--- src/sv/normalized_preamble_correlator_assert.svh ---
// Assertion macros shared by the correlator modules.
// Needs i_clk and i_rst_n in the scope that uses them.
`ifndef NORMALIZED_PREAMBLE_CORRELATOR_ASSERT_SVH
`define NORMALIZED_PREAMBLE_CORRELATOR_ASSERT_SVH

// same-cycle implication
`define NPC_ASSERT_IMP(lbl, ante, cons) \
    lbl: assert property (@(posedge i_clk) disable iff (!i_rst_n) (ante) |-> (cons)) \
        else $error("npc assertion failed");

// next-cycle implication
`define NPC_ASSERT_NXT(lbl, ante, cons) \
    lbl: assert property (@(posedge i_clk) disable iff (!i_rst_n) (ante) |=> (cons)) \
        else $error("npc assertion failed");

`endif

--- src/sv/npc_pkg.sv ---
// Shared types and constants of the normalized preamble correlator.
// No dependencies.
package npc_pkg;

    localparam int SMP_W    = 12;
    localparam int MAG_W    = 12;
    localparam int METRIC_W = 16;
    localparam int CFG_W    = 16;
    localparam int HOLD_W   = 18;
    localparam int COEF_W   = 16;

    localparam int CFG_IDX_W = 2;
    localparam logic [CFG_IDX_W-1:0] CFG_THRESHOLD   = 2'd0;
    localparam logic [CFG_IDX_W-1:0] CFG_DATA_LENGTH = 2'd1;

    localparam logic [CFG_W-1:0]  THRESHOLD_RST   = 16'd45875;
    localparam logic [CFG_W-1:0]  DATA_LENGTH_RST = 16'd256;
    localparam logic [HOLD_W-1:0] HOLD_MAX        = 18'd262143;

    // CORDIC gain-compensated start value (Q30) and arctangents in 2^-32 turn
    localparam int    CORDIC_STAGES = 30;
    localparam longint CORDIC_X0    = 64'sd652032874;
    localparam longint ATAN_TURNS [CORDIC_STAGES] = '{
        536870912, 316933406, 167458907, 85004756, 42667331, 21354465,
        10679838, 5340245, 2670163, 1335087, 667544, 333772, 166886, 83443,
        41722, 20861, 10430, 5215, 2608, 1304, 652, 326, 163, 81, 41, 20,
        10, 5, 3, 1
    };

    typedef struct packed {
        logic accept;
        logic mag_step;
        logic update;
        logic mac_step;
        logic sq_init;
        logic sq_step;
        logic rt_init;
        logic rt_step;
        logic dv_init;
        logic dv_step;
        logic finish;
    } t_dp_cmd;

    typedef struct packed {
        logic last;
        logic out_full;
    } t_dp_sts;

endpackage

--- src/sv/npc_ctrl.sv ---
// Sequencer that walks each sample through the datapath phases.
// Depends on npc_pkg and the assertion header.
`include "normalized_preamble_correlator_assert.svh"

module npc_ctrl import npc_pkg::*; (
    input  logic    i_clk,
    input  logic    i_rst_n,
    input  logic    i_in_valid,
    output logic    o_in_ready,
    input  t_dp_sts i_sts,
    output t_dp_cmd o_cmd
);

    typedef enum logic [3:0] {
        S_IDLE, S_MAG, S_UPD, S_MAC, S_SQI, S_SQR, S_RTI, S_RT, S_DVI, S_DV, S_FIN
    } t_state;

    t_state r_state, n_state;

    assign o_in_ready = (r_state == S_IDLE);

    always_comb begin
        o_cmd          = '0;
        o_cmd.accept   = (r_state == S_IDLE) && i_in_valid;
        o_cmd.mag_step = (r_state == S_MAG);
        o_cmd.update   = (r_state == S_UPD);
        o_cmd.mac_step = (r_state == S_MAC);
        o_cmd.sq_init  = (r_state == S_SQI);
        o_cmd.sq_step  = (r_state == S_SQR);
        o_cmd.rt_init  = (r_state == S_RTI);
        o_cmd.rt_step  = (r_state == S_RT);
        o_cmd.dv_init  = (r_state == S_DVI);
        o_cmd.dv_step  = (r_state == S_DV);
        o_cmd.finish   = (r_state == S_FIN) && !i_sts.out_full;
    end

    always_comb begin
        n_state = r_state;
        case (r_state)
            S_IDLE:  if (i_in_valid) n_state = S_MAG;
            S_MAG:   if (i_sts.last) n_state = S_UPD;
            S_UPD:   n_state = S_MAC;
            S_MAC:   if (i_sts.last) n_state = S_SQI;
            S_SQI:   n_state = S_SQR;
            S_SQR:   if (i_sts.last) n_state = S_RTI;
            S_RTI:   n_state = S_RT;
            S_RT:    if (i_sts.last) n_state = S_DVI;
            S_DVI:   n_state = S_DV;
            S_DV:    if (i_sts.last) n_state = S_FIN;
            S_FIN:   if (!i_sts.out_full) n_state = S_IDLE;
            default: n_state = S_IDLE;
        endcase
    end

    always_ff @(posedge i_clk) begin
        if (!i_rst_n) begin
            r_state <= S_IDLE;
        end else begin
            r_state <= n_state;
        end
    end

    `NPC_ASSERT_NXT(a_accept_starts, (r_state == S_IDLE) && i_in_valid, r_state == S_MAG)
    `NPC_ASSERT_IMP(a_finish_free, o_cmd.finish, !i_sts.out_full)
    `NPC_ASSERT_NXT(a_div_to_fin, (r_state == S_DV) && i_sts.last, r_state == S_FIN)

endmodule

--- config.mk ---
export PLATFORM = sky130hd
export DESIGN_NAME = npc_ctrl
export DESIGN_NICKNAME = d
export VERILOG_FILES = /design/src/sv/npc_pkg.sv /design/src/sv/npc_ctrl.sv
export VERILOG_INCLUDE_DIRS = /design/src /design/src/sv
export SDC_FILE = /design/constraint.sdc
export NUM_CORES = 1
export LEC_CHECK = 0
export BUFFER_PORTS_ARGS = -buffer_cell sky130_fd_sc_hd__clkbuf_2
export CAP_MARGIN = 10
export CORE_AREA = 2 2 39 41
export CTS_CLUSTER_SIZE = 16
export DETAILED_ROUTE_END_ITERATION = 10
export DIE_AREA = 0 0 41 43
export HOLD_SLACK_MARGIN = 0.1
export PLACE_DENSITY = 0.63
export SYNTH_ARGS = -nofsm -noshare
export SYNTH_HDL_FRONTEND = slang
export SYNTH_SLANG_ARGS = --single-unit
--- constraint.sdc ---
create_clock -name i_clk -period 1.4 [get_ports i_clk]
set_input_delay 0.07 -clock i_clk [delete_from_list [all_inputs] [get_ports i_clk]]
set_output_delay 0.07 -clock i_clk [all_outputs]
set_load 0.1 [all_outputs]
==> results.yml <==
outcome:
  status: "complete, no violations"
critical_path:
  path_class: "reg -> out"
  cp.arrival_ns: 1.29
  rrSetupSlack_ns: 0.25
  r2r_end: "r_state[3]$_SDFFE_PN0P_"
  worstPathRequired_ns: 1.33
  critPathCaptureType: "output port"
  crit_fanout: 7
  rr_worst_depth: 3
  worstReg2RegStart: "r_state[2]$_SDFFE_PN0P_"
  cp-start-kind: "register"
finish:
  area_delta_synth_final_pct: 123
  layout_top_registers: "r_state (4)"
  drive_above_1_share_pct: 73.2
  top_register: "r_state"
  finalNetCount: 78
  num_antenna_cells: 0
  largest_register_ff_count: 4
global_route:
  track_usage_pct: 15.0
  grt_pass1_wl_mm: 1.79
  grt_pass1_vias: 401
  grt_antenna_before_repair: 0
  grt-ovfl-total: 0
  grt_max_degree: 13
min_path:
  whs_path_depth: 2
  min_from: "i_rst_n"
  hp-class: "in -> reg"
  hold_end: "r_state[1]$_SDFFE_PN0P_"
clock_tree:
  cts.htree.levels: 1
  clk_path_buf_depth: 2
  tritoncts: "done"
  numCtsBuffers: 3
  clk_latency_ns: 0.24
  cts.sinks: 4
  clkTransAtPathRegs_ns: 0.04
  clock-root-buffer: "clkbuf_4"
yosys:
  ys_warn_count: 0
  synthXorXnorAreaFrac_pct: 2.39
  netlist.area_leader.share_pct: 21.8
  synth_edf_count: 0
  syn_inst: 47
  yosysUniqueCellTypes: 27
  synthTopCellsByCount: "nor3_1 (7), nand2b_1 (5), nor2_1 (5)"
  yosysTopAreaCell: "dfxtp_1"
  synthAdderAreaFrac_pct: 0
  muxShareOfSynthArea_pct: 0
  avgSynthCellArea_sq_um: 7.80
  synth-compound-area-share_pct: 21.2
  syn_area_sq_um: 367
  async_reset_ff_share_pct: 0
  synth-simple-area-share_pct: 45.7
  synth.yosys.seq_area_share_pct: 21.8
  ys_ff_latch: 4
  ys.flop_type: "dfxtp_1"
  yosys.cell_count.top_type: "nor3_1"
  synth_top_family_by_area: "simple AND/OR/NAND/NOR gates"
  synth_area_leaders: "dfxtp_1 (22%), nor3_1 (9.6%), nand2b_1 (8.5%)"
  syn_nets: 52
sta:
  final-setup-viol-count: 0
  final-hold-violation-count: 0
  tns_ns: 0
  setup_ws_ns: 0.0365
  rsz0062_at_grt: "yes"
  period_share_pct: 97.4
  hold_slack_ns: 0.104
  tightest_slew_ns: 0.239
  slew_violations: 0
  fmax_ghz: 0.733
  min_period_ns: 1.36
  slew_headroom_pct: 83.9
  skew_ns: 0.00709
pwr:
  power_density_nw_per_um2: 1040
  vdd_drop_max_mv: 0.744
  p_seq_share_pct: 19.8
  p_sw_share_pct: 48.7
  p_leak_nw: 0.320
  p_total_mw: 0.851
  power_switching_mw: 0.414
  p_clk_share_pct: 17.2
  combPwrFrac_pct: 63.0
  power.internal_mw: 0.437
place:
  hpwlAfterDp_microns: 816
  io_buffers: 16
  gp_congestion: 0.781
  post-place-ws_ns: 0.0937
floorplan:
  die_area_sq_um: 1760
  start_util_pct: 26.5
  die-height_microns: 43
  die_w_microns: 41
  coreArea_sq_um: 1380
  io-pin-count: 17
  num_rows: 14
drt:
  wl_per_cell_microns: 12.2
  route.detailed.drc: 0
  drt-pass1-iter-count: 4
  vias_per_cell: 5.03
  num_vias: 438
  drt_wl_total_mm: 1.06
  ant_nets: 0
  drtIter0Drc: 9
flow_run:
  maxCapViolations: 0
-- per-stage QoR --
| stage | utilization (%) | area (sq um) | cells |
|---|---|---|---|
| floorplan | - | 438 | 47 |
| global placement | 52.6 | 728 | 81 |
| detailed placement | 52.6 | 728 | 81 |
| CTS | 56.1 | 777 | 84 |
| global route | 59.1 | 818 | 87 |
| finish | 59.1 | 818 | 87 |
-- cell type report --
type | count | area (sq um)
well taps | 16 | 20.0
inverters | 1 | 3.75
repair buffers | 25 | 332
flip-flops and latches | 4 | 95.1
clock buffers | 3 | 22.5
fillers | 110 | 566
multi-input cells | 38 | 345
-- critical path: stages, from the launching register on --
cell	delay (ns)
dfxtp_4	0.36
nand2b_2	0.26
nor3_2	0.22
buf_12	0.21
-- worst max-delay path by stage --
| stage | cells past startpoint | to | from | slack, ns |
|---|---|---|---|---|
| 4_1_cts | 3 | o_cmd[0] | r_state[0]$_SDFFE_PN0P_ | -0.005 |
| 6_report | 3 | o_cmd[2] | r_state[2]$_SDFFE_PN0P_ | 0.04 |
| 3_3_place_gp | 3 | o_cmd[0] | r_state[1]$_SDFFE_PN0P_ | 0.14 |
| 3_5_place_dp | 3 | o_cmd[0] | r_state[1]$_SDFFE_PN0P_ | 0.09 |
| 5_1_grt | 3 | o_cmd[10] | r_state[1]$_SDFFE_PN0P_ | -0.03 |
| 2_1_floorplan | 3 | o_cmd[10] | r_state[0]$_SDFFE_PN0P_ | -0.72 |
-- cells in the final DEF (no fill, tap or decap), types with 2 or more instances in the layout --
cell,synthesis,layout
clkbuf_4,0,3
nor3_4,0,3
nor3_2,0,3
buf_12,0,12
o21ai_0,2,2
nand2_1,2,2
clkbuf_2,0,4
nand2b_2,0,3
nor2_4,0,3
dfxtp_4,0,4
buf_4,1,8
-- power by group through the flow --
stage	Combinational [mW]	Clock, mW	Sequential, mW
after detailed placement	0.510	0	0.165
after global placement	0.504	0	0.163
after floorplan	0.365	0	0.139
after global routing	0.561	0.161	0.172
final	0.536	0.147	0.168
after CTS	0.518	0.149	0.169
-- routing by layer --
| layer | global-route usage (%) | vias up | routed length (microns) |
|---|---|---|---|
| met1 | 18.2 | 209 | 418 |
| met5 | 0 | - | 0 |
| met3 | 6.28 | 0 | 68 |
| li1 | - | 214 | - |
| met4 | 4.00 | 0 | 0 |
| met2 | 23.4 | 15 | 575 |
-- cell families after synthesis --
group                     count (synthesis)
AOI/OAI and AO/OA                        10
xor gates and xnor gates                  1
buffers and inverters                     5
DFF                                       4
and+or+nand+nor                          27
-- what timing repair did --
action / CTS / global route
setup buffers: 0 / 3
hold buffers: 0 / 0
setup endpoints to repair: 10 / 7
resized for setup: 9 / 6
pin swaps: 1 / 0
gates cloned: 0 / 0
Note: power is estimated with default switching activity, not from simulation.
